File: config.mk
export PLATFORM = sky130hd
export DESIGN_NAME = murmur2_hash_engine_core
export DESIGN_NICKNAME = d
export VERILOG_FILES = /design/src/mh2_pkg.sv /design/src/murmur2_hash_engine_core.sv /design/src/mh2_mul_unit.sv /design/src/mh2_ctrl.sv
export VERILOG_INCLUDE_DIRS = /design/src /design/src/src
export SDC_FILE = /design/constraint.sdc
export NUM_CORES = 1
export LEC_CHECK = 0
export BUFFER_PORTS_ARGS = -buffer_cell sky130_fd_sc_hd__buf_2
export CORE_MARGIN = 2
export CORE_UTILIZATION = 50
export DETAILED_ROUTE_END_ITERATION = 6
export GPL_TIMING_DRIVEN = 0
export PLACE_DENSITY = 0.68
export SLEW_MARGIN = 20
export SYNTH_ARGS = -nofsm -noshare
export SYNTH_HDL_FRONTEND = slang
export SYNTH_SLANG_ARGS = --single-unit
File: constraint.sdc
create_clock -name aclk -period 12.9 [get_ports aclk]
set_input_delay 1.29 -clock aclk [delete_from_list [all_inputs] [get_ports aclk]]
set_output_delay 1.29 -clock aclk [all_outputs]
set_load 0.02 [all_outputs]
File: src/murmur2_hash_engine_core_defines.svh
// ----------------------------------------------------------------------------
// murmur2 hash engine assertion macros
// shared concurrent assertion helpers, clocked on aclk, off during reset
// ----------------------------------------------------------------------------
`ifndef MURMUR2_HASH_ENGINE_CORE_DEFINES_SVH
`define MURMUR2_HASH_ENGINE_CORE_DEFINES_SVH

// same-cycle implication
`define MH2_ASSERT_NOW(lbl, ante, cons) \
    lbl: assert property (@(posedge aclk) disable iff (!aresetn) (ante) |-> (cons)) \
        else $error("mh2 check failed");

// next-cycle implication
`define MH2_ASSERT_NEXT(lbl, ante, cons) \
    lbl: assert property (@(posedge aclk) disable iff (!aresetn) (ante) |=> (cons)) \
        else $error("mh2 check failed");

`endif

File: src/mh2_pkg.sv
// ----------------------------------------------------------------------------
// mh2_pkg
// types, constants and helpers shared by the murmur2 hash engine
// ----------------------------------------------------------------------------
package mh2_pkg;

    localparam logic [31:0] MIX_M    = 32'h5bd1e995;
    localparam logic [31:0] SEED_MUL = 32'hdeadbeef;
    localparam int unsigned SHIFT_K  = 24;
    localparam int unsigned SHIFT_F1 = 13;
    localparam int unsigned SHIFT_F2 = 15;

    typedef enum logic [1:0] {
        CNT_ZERO,
        CNT_PART,
        CNT_FULL
    } cnt_class_t;

    typedef enum logic [2:0] {
        MUL_SEED,
        MUL_KMIX1,
        MUL_KMIX2,
        MUL_HMUL,
        MUL_TAIL,
        MUL_FIN
    } mul_op_t;

    typedef enum logic [2:0] {
        ST_IDLE,
        ST_SEED,
        ST_KMIX1,
        ST_KMIX2,
        ST_HMUL,
        ST_TAIL,
        ST_FIN
    } state_t;

    typedef struct packed {
        mul_op_t op;
        logic    load_h;
        logic    load_k;
        logic    load_out;
    } ctrl_t;

    // counts above four act as a full word
    function automatic cnt_class_t count_class(input logic [2:0] cnt);
        cnt_class_t cls;
        case (cnt)
            3'd0:                      cls = CNT_ZERO;
            3'd1, 3'd2, 3'd3:          cls = CNT_PART;
            default:                   cls = CNT_FULL;
        endcase
        return cls;
    endfunction

    function automatic logic [31:0] tail_mask(input logic [2:0] cnt);
        logic [31:0] m;
        case (cnt)
            3'd1:    m = 32'h0000_00ff;
            3'd2:    m = 32'h0000_ffff;
            3'd3:    m = 32'h00ff_ffff;
            default: m = 32'hffff_ffff;
        endcase
        return m;
    endfunction

endpackage

File: src/murmur2_hash_engine_core.sv
// ----------------------------------------------------------------------------
// murmur2_hash_engine_core
// 32-bit murmur2 hash over a key streamed as little-endian 32-bit words
// ----------------------------------------------------------------------------
// usage:
//   s_ channel: one beat per key word; s_byte_count gives valid bytes (4 on
//   all but the last word, 0 for an empty key), s_last marks the final word,
//   s_key_length is sampled on the first word of each key and seeds the hash.
//   m_ channel: one beat per key, m_hash_value after the last word.
// sequencing: one shared 32x32 multiplier is stepped by a sequencer, so
//   s_ready is low while a word is in work. A full word passes accept and
//   three multiplies, a partial word accept and one tail multiply; the first
//   word of a key adds the seed multiply, the last word adds the final
//   avalanche multiply. m_valid rises at the edge that ends the finalize
//   step, together with s_ready.
// stall: the result waits in an output register; the next key may start
//   meanwhile, and the block only holds in the finalize step if a new hash
//   is ready before the previous one was taken.
// reset: aresetn low returns the sequencer to idle, awaiting the first word
//   of a new key, and drops m_valid.
// ----------------------------------------------------------------------------
`include "murmur2_hash_engine_core_defines.svh"

module murmur2_hash_engine_core (
    input  logic        aclk,
    input  logic        aresetn,
    input  logic        s_valid,
    output logic        s_ready,
    input  logic [31:0] s_data_word,
    input  logic [2:0]  s_byte_count,
    input  logic        s_last,
    input  logic [31:0] s_key_length,
    output logic        m_valid,
    input  logic        m_ready,
    output logic [31:0] m_hash_value
);
    import mh2_pkg::*;

    ctrl_t       ctrl;
    logic        accept;
    logic        out_free;
    logic [31:0] mul_result;

    logic [31:0] word_reg, word_next;
    logic [31:0] len_reg, len_next;
    logic [2:0]  count_reg, count_next;
    logic [31:0] h_reg, h_next;
    logic [31:0] k_reg, k_next;
    logic [31:0] hash_reg, hash_next;
    logic        m_valid_reg, m_valid_next;

    assign accept   = s_valid && s_ready;
    assign out_free = !m_valid_reg || m_ready;

    mh2_ctrl u_ctrl (
        .aclk         (aclk),
        .aresetn      (aresetn),
        .s_valid      (s_valid),
        .s_byte_count (s_byte_count),
        .s_last       (s_last),
        .out_free     (out_free),
        .s_ready      (s_ready),
        .ctrl         (ctrl)
    );

    mh2_mul_unit u_mul (
        .op         (ctrl.op),
        .h          (h_reg),
        .k          (k_reg),
        .word       (word_reg),
        .len        (len_reg),
        .byte_count (count_reg),
        .result     (mul_result)
    );

    always_comb begin
        word_next    = accept ? s_data_word  : word_reg;
        len_next     = accept ? s_key_length : len_reg;
        count_next   = accept ? s_byte_count : count_reg;
        h_next       = ctrl.load_h   ? mul_result : h_reg;
        k_next       = ctrl.load_k   ? mul_result : k_reg;
        hash_next    = ctrl.load_out ? mul_result : hash_reg;
        m_valid_next = ctrl.load_out ? 1'b1 : (m_ready ? 1'b0 : m_valid_reg);
    end

    // datapath, no reset needed
    always_ff @(posedge aclk) begin
        word_reg  <= word_next;
        len_reg   <= len_next;
        count_reg <= count_next;
        h_reg     <= h_next;
        k_reg     <= k_next;
        hash_reg  <= hash_next;
    end

    always_ff @(posedge aclk) begin
        if (!aresetn) begin
            m_valid_reg <= 1'b0;
        end else begin
            m_valid_reg <= m_valid_next;
        end
    end

    assign m_valid      = m_valid_reg;
    assign m_hash_value = hash_reg;

    `MH2_ASSERT_NOW(a_out_no_overwrite, ctrl.load_out, !m_valid_reg || m_ready)
    `MH2_ASSERT_NOW(a_idle_no_load, s_ready, !(ctrl.load_h || ctrl.load_k || ctrl.load_out))
    `MH2_ASSERT_NEXT(a_last_busy, accept && s_last, !s_ready)

endmodule

File: src/mh2_mul_unit.sv
// ----------------------------------------------------------------------------
// mh2_mul_unit
// shared 32x32 multiplier with operand select and xor/shift post-ops
// ----------------------------------------------------------------------------
module mh2_mul_unit (
    input  mh2_pkg::mul_op_t op,
    input  logic [31:0]      h,
    input  logic [31:0]      k,
    input  logic [31:0]      word,
    input  logic [31:0]      len,
    input  logic [2:0]       byte_count,
    output logic [31:0]      result
);
    import mh2_pkg::*;

    logic [31:0] opa;
    logic [31:0] opb;
    logic [63:0] full_prod;
    logic [31:0] prod;

    always_comb begin
        opb = MIX_M;
        case (op)
            MUL_SEED: begin
                opa = len;
                opb = SEED_MUL;
            end
            MUL_KMIX1: opa = word;
            MUL_KMIX2: opa = k ^ (k >> SHIFT_K);
            MUL_HMUL:  opa = h;
            MUL_TAIL:  opa = h ^ (word & tail_mask(byte_count));
            MUL_FIN:   opa = h ^ (h >> SHIFT_F1);
            default:   opa = h;
        endcase
    end

    assign full_prod = {32'd0, opa} * {32'd0, opb};
    assign prod      = full_prod[31:0];

    always_comb begin
        case (op)
            MUL_SEED: result = prod ^ len;
            MUL_HMUL: result = prod ^ k;
            MUL_FIN:  result = prod ^ (prod >> SHIFT_F2);
            default:  result = prod;
        endcase
    end

endmodule

File: src/mh2_ctrl.sv
// ----------------------------------------------------------------------------
// mh2_ctrl
// sequencer stepping the shared multiplier through seed, mix, tail and finalize
// ----------------------------------------------------------------------------
`include "murmur2_hash_engine_core_defines.svh"

module mh2_ctrl (
    input  logic          aclk,
    input  logic          aresetn,
    input  logic          s_valid,
    input  logic [2:0]    s_byte_count,
    input  logic          s_last,
    input  logic          out_free,
    output logic          s_ready,
    output mh2_pkg::ctrl_t ctrl
);
    import mh2_pkg::*;

    state_t     state_reg, state_next;
    logic       inside_reg, inside_next;
    cnt_class_t cls_reg, cls_next;
    logic       last_reg, last_next;
    logic       accept;

    function automatic state_t dispatch(input cnt_class_t cls, input logic lst);
        state_t s;
        case (cls)
            CNT_FULL: s = ST_KMIX1;
            CNT_PART: s = ST_TAIL;
            default:  s = lst ? ST_FIN : ST_IDLE;
        endcase
        return s;
    endfunction

    assign s_ready = (state_reg == ST_IDLE);
    assign accept  = s_valid && s_ready;

    always_comb begin
        inside_next = inside_reg;
        cls_next    = cls_reg;
        last_next   = last_reg;
        if (accept) begin
            inside_next = !s_last;
            cls_next    = count_class(s_byte_count);
            last_next   = s_last;
        end
    end

    always_comb begin
        state_next = state_reg;
        case (state_reg)
            ST_IDLE: begin
                if (accept) begin
                    state_next = inside_reg ? dispatch(count_class(s_byte_count), s_last)
                                            : ST_SEED;
                end
            end
            ST_SEED:  state_next = dispatch(cls_reg, last_reg);
            ST_KMIX1: state_next = ST_KMIX2;
            ST_KMIX2: state_next = ST_HMUL;
            ST_HMUL,
            ST_TAIL:  state_next = last_reg ? ST_FIN : ST_IDLE;
            ST_FIN:   state_next = out_free ? ST_IDLE : ST_FIN;
            default:  state_next = ST_IDLE;
        endcase
    end

    always_comb begin
        ctrl = '{op: MUL_SEED, load_h: 1'b0, load_k: 1'b0, load_out: 1'b0};
        case (state_reg)
            ST_SEED: begin
                ctrl.op     = MUL_SEED;
                ctrl.load_h = 1'b1;
            end
            ST_KMIX1: begin
                ctrl.op     = MUL_KMIX1;
                ctrl.load_k = 1'b1;
            end
            ST_KMIX2: begin
                ctrl.op     = MUL_KMIX2;
                ctrl.load_k = 1'b1;
            end
            ST_HMUL: begin
                ctrl.op     = MUL_HMUL;
                ctrl.load_h = 1'b1;
            end
            ST_TAIL: begin
                ctrl.op     = MUL_TAIL;
                ctrl.load_h = 1'b1;
            end
            ST_FIN: begin
                ctrl.op       = MUL_FIN;
                ctrl.load_out = out_free;
            end
            default: ;
        endcase
    end

    always_ff @(posedge aclk) begin
        if (!aresetn) begin
            state_reg  <= ST_IDLE;
            inside_reg <= 1'b0;
            cls_reg    <= CNT_ZERO;
            last_reg   <= 1'b0;
        end else begin
            state_reg  <= state_next;
            inside_reg <= inside_next;
            cls_reg    <= cls_next;
            last_reg   <= last_next;
        end
    end

    `MH2_ASSERT_NEXT(a_kmix_order, state_reg == ST_KMIX1, state_reg == ST_KMIX2)
    `MH2_ASSERT_NEXT(a_seed_once, state_reg == ST_SEED, state_reg != ST_SEED)
    `MH2_ASSERT_NEXT(a_done_idle, ctrl.load_out, (state_reg == ST_IDLE) && !inside_reg)

endmodule
==> Word-level counts from Yosys, hierarchy flattened <==
Index checks and enable logic that the tools add are counted.
{ "op_classes": {"n_mul": 1, "eq_ne": 22, "n_mux": 22, "bitwise": 7, "reduce_logical": 12} }
{ "op_table": {"columns": ["operator", "count"], "rows": [
  ["32-bit one-hot mux with 3 select lines", 2],
  ["32-bit one-hot mux with 5 select lines", 1],
  ["32-bit bitwise XOR", 3],
  ["32-bit two-way mux", 2],
  ["32-bit bitwise AND", 1],
  ["32-bit by 32-bit multiplier with 32-bit output", 1],
  ["32-bit by 17-bit bitwise XOR with 32-bit output", 1],
  ["32-bit by 19-bit bitwise XOR with 32-bit output", 1],
  ["32-bit by 8-bit bitwise XOR with 32-bit output", 1],
  ["3-bit by 2-bit == test with 1-bit output, second input constant", 8],
  ["3-bit one-hot mux with 6 select lines", 1],
  ["3-bit == test, second input constant", 5],
  ["3-bit two-way mux", 5],
  ["3-bit one-hot mux with 5 select lines", 1],
  ["3-bit by 1-bit == test with 1-bit output, second input constant", 4],
  ["3-bit one-hot mux with 2 select lines", 2],
  ["3-bit logical NOT", 3],
  ["3-bit OR reduction", 2],
  ["1-bit two-way mux", 5],
  ["2-bit by 1-bit == test with 1-bit output, second input constant", 2],
  ["2-bit == test, second input constant", 2],
  ["2-bit two-way mux", 2],
  ["2-bit one-hot mux with 2 select lines", 1],
  ["2-bit OR reduction", 2],
  ["other kinds (5)", 6]
]} }
{ "totals": {"reg_bits": 171, "inputBits": 72, "output_inout_bits": 34, "elab_cells": 75} }

==> Logic depth before layout (Yosys ltp) <==
Gate-level depths: netlist of run 1.
{ "depth": {"word_depth": 10, "depth_mapped": 38, "ltp_nobuf": 36} }

==> Cells and area by module <==
A second synthesis of run 1 with hierarchy kept.
{ "unflattened": {"hier_cells": 1971, "hier_area_um2": 20983.9} }
{ "by_module_without_submodules": {"columns": ["mod", "instances", "cells_each", "area_each_um2", "seq_area_each_um2"], "rows": [
  ["mh2_mul_unit", 1, 1739, 15549.9, 0.0],
  ["murmur2_hash_engine_core", 1, 168, 4949.7, 4914.7],
  ["mh2_ctrl", 1, 64, 484.2, 140.1]
]} }

==> Least setup slack after synthesis of run 1 <==
OpenSTA, ideal clock, no wires.
{ "synth_timing": {"path_kind": "register -> register", "from": "register u_ctrl.state_reg[0]", "to": "register h_reg[14] (data pin)", "setup_ps": 287, "arrival_ps": 8860, "t_required_ps": 12613, "setup_slack_ps": 3752, "path_stages_with_launch": 35, "n_path_buf": 5, "period_less_slack_ps": 9148, "cell_sequence": "dfxtp_1 clkbuf_16 buf_4 buf_2 buf_2 buf_1 nor2_1 a211oi_1 a211oi_1 o21ai_0 inv_1 fa_1 inv_1 fa_1 fa_1 inv_1 fa_1 inv_1 fa_1 ha_1 fa_1 fa_1 ha_1 and4_1 nand2_1 o211ai_1 a21oi_1 o211ai_1 a41oi_1 o31a_1 o21ai_0 xor2_1 xor2_1 a21oi_1 o221ai_1"} }
{ "synth_via": {"elab_chain_cells": 7, "word_cells_on_any_way": 19, "cone_classes": "mul: 1; eq/ne: 10; mux: 4; bitwise: 3; reduce/logical: 1"} }
{ "synth_lines": {"columns": ["item", "line_no", "source"], "rows": [
  ["from (decl)", "mh2_ctrl.sv:19", "state_t state_reg, state_next;"],
  ["from (signal assigned)", "mh2_ctrl.sv:106", "state_reg <= state_next;"],
  ["3-bit == test or 3-bit by 2-bit == test with 1-bit output (tied branches)", "mh2_ctrl.sv:70", "case (state_reg)"],
  ["3-bit one-hot mux with 5 select lines (*)", "mh2_ctrl.sv:70", null],
  ["3-bit == test (tied with other cells)", "mh2_mul_unit.sv:23, mh2_mul_unit.sv:41", null],
  ["32-bit one-hot mux with 5 select lines or 32-bit two-way mux (tied branches)", "mh2_mul_unit.sv:23", "case (op)"],
  ["32-bit by 32-bit multiplier with 32-bit output", "mh2_mul_unit.sv:37", "assign full_prod = {32'd0, opa} * {32'd0, opb};"],
  ["32-bit by 17-bit bitwise XOR with 32-bit output (tied with other cells)", "mh2_mul_unit.sv:44", "MUL_FIN: result = prod ^ (prod >> SHIFT_F2);"],
  ["32-bit one-hot mux with 3 select lines (*)", "mh2_mul_unit.sv:41", "case (op)"],
  ["via mul_result[14]", "murmur2_hash_engine_core.sv:42", "logic [31:0] mul_result;"],
  ["to (signal assigned)", "murmur2_hash_engine_core.sv:91", "h_reg <= h_next;"],
  ["to (decl)", "murmur2_hash_engine_core.sv:47", "logic [31:0] h_reg, h_next;"]
]} }
The timed path passes the listed nets; every way through them passes the cells marked *.
A chain may end at the register's enable or synchronous reset.

==> Worst setup path in the final report of run 1 <==
{ "layout_timing": {"from": "register u_ctrl.state_reg[0]", "to": "register h_reg[13] (data pin)"} }
The elaborated chain is that of the path after synthesis.

==> results of run 1 <==
[cells in the mapped netlist, types with 9 or more instances]
master and number:
nor2b_1 9, nand2b_1 17, fa_1 351, ha_1 170, nand3_1 15, mux2i_1 18, and2_1 11, nor2_1 65
inv_1 465, a21oi_1 96, xor2_1 31, clkbuf_1 44, o21ai_0 70, o211ai_1 9, a21o_1 11, a22oi_1 17
nand2_1 123, xnor2_1 95, nor3_1 13, edfxtp_1 163, o21bai_1 9
[layer usage]
metal	global-route usage, %	vias up	part of all wire [%]
li1	-	6532	-
met2	53.1	795	47
met1	42.3	7611	39
met5	0	-	0
met3	6.19	180	8.3
met4	17.3	0	6.0
[logic make-up (layout without fill, tap and decap cells)]
group / count (synthesis) / in the layout / share of synthesized area [%]
flops: 171 / 171 / 24.0
simple gates: 297 / 297 / 6.66
fa+ha+maj: 521 / 521 / 43.4
buf+inv: 530 / 673 / 9.98
xor+xnor: 130 / 130 / 5.64
compound gates: 292 / 292 / 9.04
mux: 22 / 22 / 1.28
other cells: 1 / 2 / 0.0178
[cell type report]
| cell class | instances | area (um2) |
|---|---|---|
| Fill cell | 3596 | 18800 |
| Multi-Input combinational cell | 1264 | 14000 |
| Sequential cell | 171 | 5050 |
| Inverter | 466 | 1760 |
| Tap cell | 539 | 674 |
| Timing Repair Buffer | 111 | 651 |
| Clock buffer | 19 | 433 |
| Buffer | 64 | 352 |
| Clock inverter | 13 | 96.3 |
[worst paths after layout]
| path | start | endpoint | slack, ns | cells after the start |
|---|---|---|---|---|
| worst max-delay path | u_ctrl.state_reg[0]$_SDFFE_PN0P_ | h_reg[13]$_DFFE_PP_ | 0.63 | 34 |
| worst min-delay path | u_ctrl.inside_reg$_SDFFE_PN0P_ | u_ctrl.inside_reg$_SDFFE_PN0P_ | 0.57 | 2 |
| worst max register to register | u_ctrl.state_reg[0]$_SDFFE_PN0P_ | h_reg[13]$_DFFE_PP_ | 0.63 | 34 |
| worst min register to register | u_ctrl.inside_reg$_SDFFE_PN0P_ | u_ctrl.inside_reg$_SDFFE_PN0P_ | 0.57 | 2 |
[tightest hold or removal path, cell delays in order, from the launching register on]
cell and delay (ns):
dfxtp_1 0.32, o21ai_0 0.16, a21oi_1 0.04
[metrics by stage]
stage / TNS, ns / hold WS, ns
2_1_floorplan: 0 / 0.507
3_5_place_dp: 0 / 0.554
6_report: 0 / 0.569
3_3_place_gp: -0.156 / 0.546
4_1_cts: 0 / 0.568
5_1_grt: 0 / 0.606
[placed cells by master (no fill, tap or decap), drive strengths merged, types with 31 or more instances in the layout]
master and count:
ha 170, edfxtp 163, xor2 31, nand2 123, a21oi 96, inv 469, fa 351, buf 125
xnor2 96, o21ai 74, nor2 67, clkbuf 69
==> reports/results.ini, run 1 <==
[clocking]
cts-root-buf=clkbuf_16
cts_buffers=17
htreeDepth=4
postCtsSetupBuffers=0
postCtsResizedCells=0
path_clk_slew_ns=0.06
clock_latency_ns=0.45
cts_sinks=171
cts_hold_buf=0
cts_tree=done
cts_buffer_depth=2

[yosys]
avgSynthCellArea_um2=10.7
syn_area_mm2=0.0211
synth_warnings=0
synth.area.top_cells=fa_1 (33%), edfxtp_1 (23%), ha_1 (10%), inv_1 (8.3%), xnor2_1 (3.9%)
yosysSeqAreaShare_pct=24.0
synth_ff_type=edfxtp_1
yosys.area.top_type=fa_1
yosysTopAreaCellShare_pct=33.3
synth_seq_cells=171
synth_edf_count=163
synthArstFlopShare_pct=0
ys_types=87
synthCells=1964

[timing]
tightest_slew_ns=1.15
timing.fmax_ghz=0.0815
slew_headroom_pct=23.1
finalCriticalPeriod_ns=12.27
rsz0062_at_grt=false
finalHoldViolCount=0
final_max_slew_viol_count=0
setup_viol=0
setup_ws_ns=0.634
post-route-period-util_pct=95.1
skew_ns=0.0123

[worst_setup_path]
critPathMaxFanout=10
cp-start-kind=flop
arrival_ns=12.42
path_buf_inv=10
crit_path_end_kind=flop
path_delay_family=adder cells
cp_slowest_cell=a21oi_1
crit_path_frequent_cell=fa_1
critPathKind=flop to flop
slowest_delay_ns=0.92
required_ns=13.05

[job]
max_cap_violations=0

[final_layout]
final_layout_size_suffix_gt1_share_pct=9.82
finish.utilization_pct=55.0
syn_to_final_growth_pct=9.00
stdcell_area_mm2=0.0230
final_cells=2647
nets=2688
n_antenna_cell=0

[routing]
wl_um=69000
drtIter0Drc=1540
ant_nets=0
drt-vias-per-instance=5.71
vias=15100
firstDrtPassIters=5
drc_errors=0
wire_per_inst_um=26.0

[global_routing]
grt-ovfl-total=0
grt_max_degree=53
track_usage_pct=32.8
grt_pass1_wl_um=103000
grt_pass1_vias=16200
antenna_found_initial=0

[floorplanning]
die_h_um=209
dieArea_mm2=0.0438
std_cell_rows=75
dieWidth_um=209
io_pins=106
core_area_mm2=0.0418
initial_core_util_pct=50.5

[outcome]
status=complete, no violations

[worst_hold_path]
hp-class=flop to flop

[placement]
place_ws_ns=0.789
dp.cells=2615
place.gp.congestion=1.01
post_dp_cell_area_mm2=0.0225
place_hpwl_um=58300
io_buffers=105

Power of run 1 is left out: the tool's default activity adds up to more than one toggle a clock period on the data nets, which glitch-free logic cannot reach.
==> run 2, diff against run 1 <==
- CTS_CLUSTER_DIAMETER: unset -> 40
- REMOVE_ABC_BUFFERS: unset -> 1
==> run 2 against run 1 <==
Hold slack improved by 0.015 ns. Worst setup slack improved by 1.2 ns. Flip-flop and latch count unchanged. Register-to-register slack improved by 1.2 ns. Wire length decreased by 8.7%. Cell count decreased by 2.2%. Critical path type unchanged. Die area unchanged. Via count decreased by 2.1%.
==> reports/results.ini, run 2 (same netlist as run 1, synthesis figures left out) <==
[clocking]
cts_buffer_depth=2
path_clk_slew_ns=0.06
postCtsSetupBuffers=0
postCtsResizedCells=0
cts-root-buf=clkbuf_16
cts_hold_buf=0
cts_sinks=171
htreeDepth=4
clock_latency_ns=0.44
cts_tree=done
cts_buffers=17

[floorplanning]
initial_core_util_pct=50.5
io_pins=106
dieWidth_um=209
die_h_um=209
dieArea_mm2=0.0438
core_area_mm2=0.0418
std_cell_rows=75

[timing]
post-route-period-util_pct=85.9
holdWs_ns=0.583
final_max_slew_viol_count=0
finalHoldViolCount=0
setup_viol=0
timing.fmax_ghz=0.0903
skew_ns=0.00917
slew_headroom_pct=22.4
finalSetupTns_ns=0
rsz0062_at_grt=false
tightest_slew_ns=1.16
finalCriticalPeriod_ns=11.08

[global_routing]
grt_pass1_wl_um=95400
grt_max_degree=62
grt_pass1_vias=15700
antenna_found_initial=0
track_usage_pct=30.0
grt-ovfl-total=0

[worst_setup_path]
arrival_ns=11.30
crit_path_frequent_cell=inv_1
required_ns=13.12
critPathMaxFanout=48
cp_slowest_cell=nor2_1
cp-start-kind=flop
slowest_delay_ns=0.62
crit_path_end_kind=flop
critPathKind=flop to flop

[routing]
firstDrtPassIters=5
drc_errors=0
wire_per_inst_um=24.3
vias=14800
wl_um=63000
drtIter0Drc=1390
ant_nets=0
drt-vias-per-instance=5.71

[final_layout]
n_antenna_cell=0
layout_common_cells=inv_1 (464), fa_1 (351), ha_1 (170)
finish.utilization_pct=54.7
syn_to_final_growth_pct=8.42
nets=2632
layout_commonest_cell=inv_1
final_layout_size_suffix_gt1_share_pct=9.85

[placement]
place.gp.congestion=0.991
io_buffers=105
place_hpwl_um=53000

[worst_hold_path]
hp-class=flop to flop

[job]
max_cap_violations=0

[outcome]
status=complete, no violations

[run 2: area by class of cell]
class / instances / area, um2
clock buffer: 17 / 425
clock inverter: 14 / 145
fill: 3610 / 18900
inverter: 466 / 1760
multi-input combinational: 1264 / 14000
sequential: 171 / 5060
tap: 539 / 674
timing repair buffer: 119 / 811
[run 2: worst paths after layout]
path,from,end,slack [ns],depth (start not counted)
min,u_ctrl.last_reg$_SDFFE_PN0P_,u_ctrl.last_reg$_SDFFE_PN0P_,0.58,2
max reg2reg,u_ctrl.state_reg[0]$_SDFFE_PN0P_,h_reg[15]$_DFFE_PP_,1.82,36
min reg2reg,u_ctrl.last_reg$_SDFFE_PN0P_,u_ctrl.last_reg$_SDFFE_PN0P_,0.58,2
max,u_ctrl.state_reg[0]$_SDFFE_PN0P_,h_reg[15]$_DFFE_PP_,1.82,36
[run 2: worst max-delay path: cells and delay by family, from the launching register on]
kind | cells | cell delay (ns)
adders and majority gates | 9 | 3.39
xor gates and xnor gates | 2 | 0.83
buffers and inverters | 8 | 1.29
DFF | 1 | 0.50
AOI/OAI and AO/OA | 9 | 2.58
and+or+nand+nor | 8 | 2.22
[run 2: metrics by stage]
stage | setup slack, ns | std cells | cell area (um2)
4_1_cts | 1.90 | 2590 | 22900
3_3_place_gp | -1.80 | 2545 | 21900
5_1_grt | 1.34 | 2590 | 22900
3_5_place_dp | 1.99 | 2559 | 22300
6_report | 1.82 | 2590 | 22900
2_1_floorplan | 2.57 | 1901 | 20700
[run 2: per-layer routing]
layer,part of all wire (%),track usage (%)
met1,40,39.8
met2,46,47.9
met4,6.1,15.4
met3,7.7,4.82
met5,0,0
Power of run 2 is left out for the same reason.
==> run 3, diff against run 2 <==
- CORE_ASPECT_RATIO: unset -> 1.75
- CORE_MARGIN: 2 -> unset
==> run 3 against run 2 <==
Critical endpoint unchanged. The flow now finishes with violations (design-rule violations). Clock skew increased by 0.0051 ns. Fmax decreased by 4.0%. Sequential share of layout area decreased by 0.081 points. Critical path type unchanged. Flip-flop and latch count unchanged. Register-to-register slack got worse by 0.46 ns. Hold slack got worse by 0.013 ns. Via count increased by 0.24%. Cell area increased by 0.37%.
==> reports/results.ini, run 3 (same netlist as run 1, synthesis figures left out) <==
[outcome]
status=finished, violations left
violations=design-rule violations

[timing]
tightest_slew_ns=1.20
holdWs_ns=0.570
finalHoldViolCount=0
finalCriticalPeriod_ns=11.54
skew_ns=0.0143
post-route-period-util_pct=89.5
setup_viol=0
final_max_slew_viol_count=0
slew_headroom_pct=19.7
setup_ws_ns=1.36
rsz0062_at_grt=false
timing.fmax_ghz=0.0866

[clocking]
postCtsResizedCells=0
cts_buffers=17
path_clk_slew_ns=0.07
cts-root-buf=clkbuf_16
cts_sinks=171
cts_hold_buf=0
postCtsSetupBuffers=0
cts_tree=done
htreeDepth=4
cts_buffer_depth=2
clock_latency_ns=0.44

[final_layout]
nFillCells=3725
nets=2631
layout_common_cells=inv_1 (464), fa_1 (351), ha_1 (170)
syn_to_final_growth_pct=8.82
n_antenna_cell=0
layout_commonest_cell=inv_1
final_cells=2606
finish.utilization_pct=55.1
final_layout_size_suffix_gt1_share_pct=9.95

[floorplanning]
dieArea_mm2=0.0430
dieWidth_um=157
std_cell_rows=99
core_area_mm2=0.0416
die_h_um=274
io_pins=106
initial_core_util_pct=50.7

[worst_hold_path]
hp-class=flop to flop
hold_start=u_ctrl.last_reg$_SDFFE_PN0P_
min_path_cells=2

[global_routing]
grt_pass1_vias=16200
use_met1_pct=33.9
met3_usage_pct=4.35
busiest_layer=met2
grt_max_degree=58
met2_usage_pct=60.6
grt_pass1_wl_um=102000
track_usage_pct=34.2
antenna_found_initial=0
grt-ovfl-total=0

[routing]
drc_errors=16
drt-vias-per-instance=5.69
wire_per_inst_um=26.6
vias=14800
ant_nets=0
drtIter0Drc=1072
firstDrtPassIters=7
wl_um=69300

[worst_setup_path]
reg2reg_depth=32
timing.rr.start=u_ctrl.state_reg[2]$_SDFFE_PN0P_
cp_slowest_cell=a2bb2oi_2
crit_path_end_kind=flop
required_ns=13.07
arrival_ns=11.71
critPathMaxFanout=27
slowest_delay_ns=0.80
critPathKind=flop to flop
crit_path_frequent_cell=ha_1
cp-start-kind=flop
crit_start=u_ctrl.state_reg[2]$_SDFFE_PN0P_

[placement]
place_hpwl_um=58600
place.gp.congestion=0.995
place_ws_ns=1.61
dp.cells=2574
io_buffers=105

[job]
max_cap_violations=0

[run 3: cell types whose count changed in the layout (fill, tap and decap cells not counted)]
cell | previous run | this run
buf_12 | 3 | 4
clkbuf_1 | 0 | 2
a21oi_4 | 0 | 1
bufinv_16 | 2 | 4
o21bai_1 | 9 | 8
inv_6 | 3 | 2
buf_6 | 4 | 2
a21oi_2 | 1 | 0
o21bai_2 | 0 | 1
clkinvlp_4 | 1 | 4
clkinv_4 | 4 | 1
clkinv_1 | 3 | 0
inv_8 | 1 | 2
[run 3: worst paths after layout]
path              slack (ns)                           end
setup / recovery        1.36           h_reg[15]$_DFFE_PP_
hold / removal          0.57  u_ctrl.last_reg$_SDFFE_PN0P_
setup reg to reg        1.36           h_reg[15]$_DFFE_PP_
hold reg to reg         0.57  u_ctrl.last_reg$_SDFFE_PN0P_
[run 3: layout make-up]
cell class                 instances  area (um2)  area share (%)
tap                              555         694            3.03
multi-input combinational       1264       14000            61.0
clock inverter                    13         193           0.840
inverter                         466        1760            7.66
timing repair buffer             118         808            3.52
clock buffer                      19         433            1.89
sequential                       171        5060            22.1
[run 3: layer usage]
layer	vias up	share of wire [%]
li1	6403	-
met1	7452	31
met2	712	52
met3	268	5.4
met4	0	11
met5	-	0
[run 3: metrics by stage]
stage	TNS (ns)	area [um2]
global route	0	22900
finish	0	22900
detailed placement	0	22300
CTS	0	22900
floorplan	0	20700
global placement	-146.29	22000
[run 3: worst max-delay path: cells and delay by family, from the launching register on]
kind,cells,cell delay (ns)
adder cells (fa/ha/maj),9,3.68
AO/OA/AOI/OAI,8,2.72
AND/OR/NAND/NOR,6,1.87
buffers and inverters,7,1.18
XOR/XNOR,2,1.09
flip-flops,1,0.69
Power of run 3 is left out for the same reason.
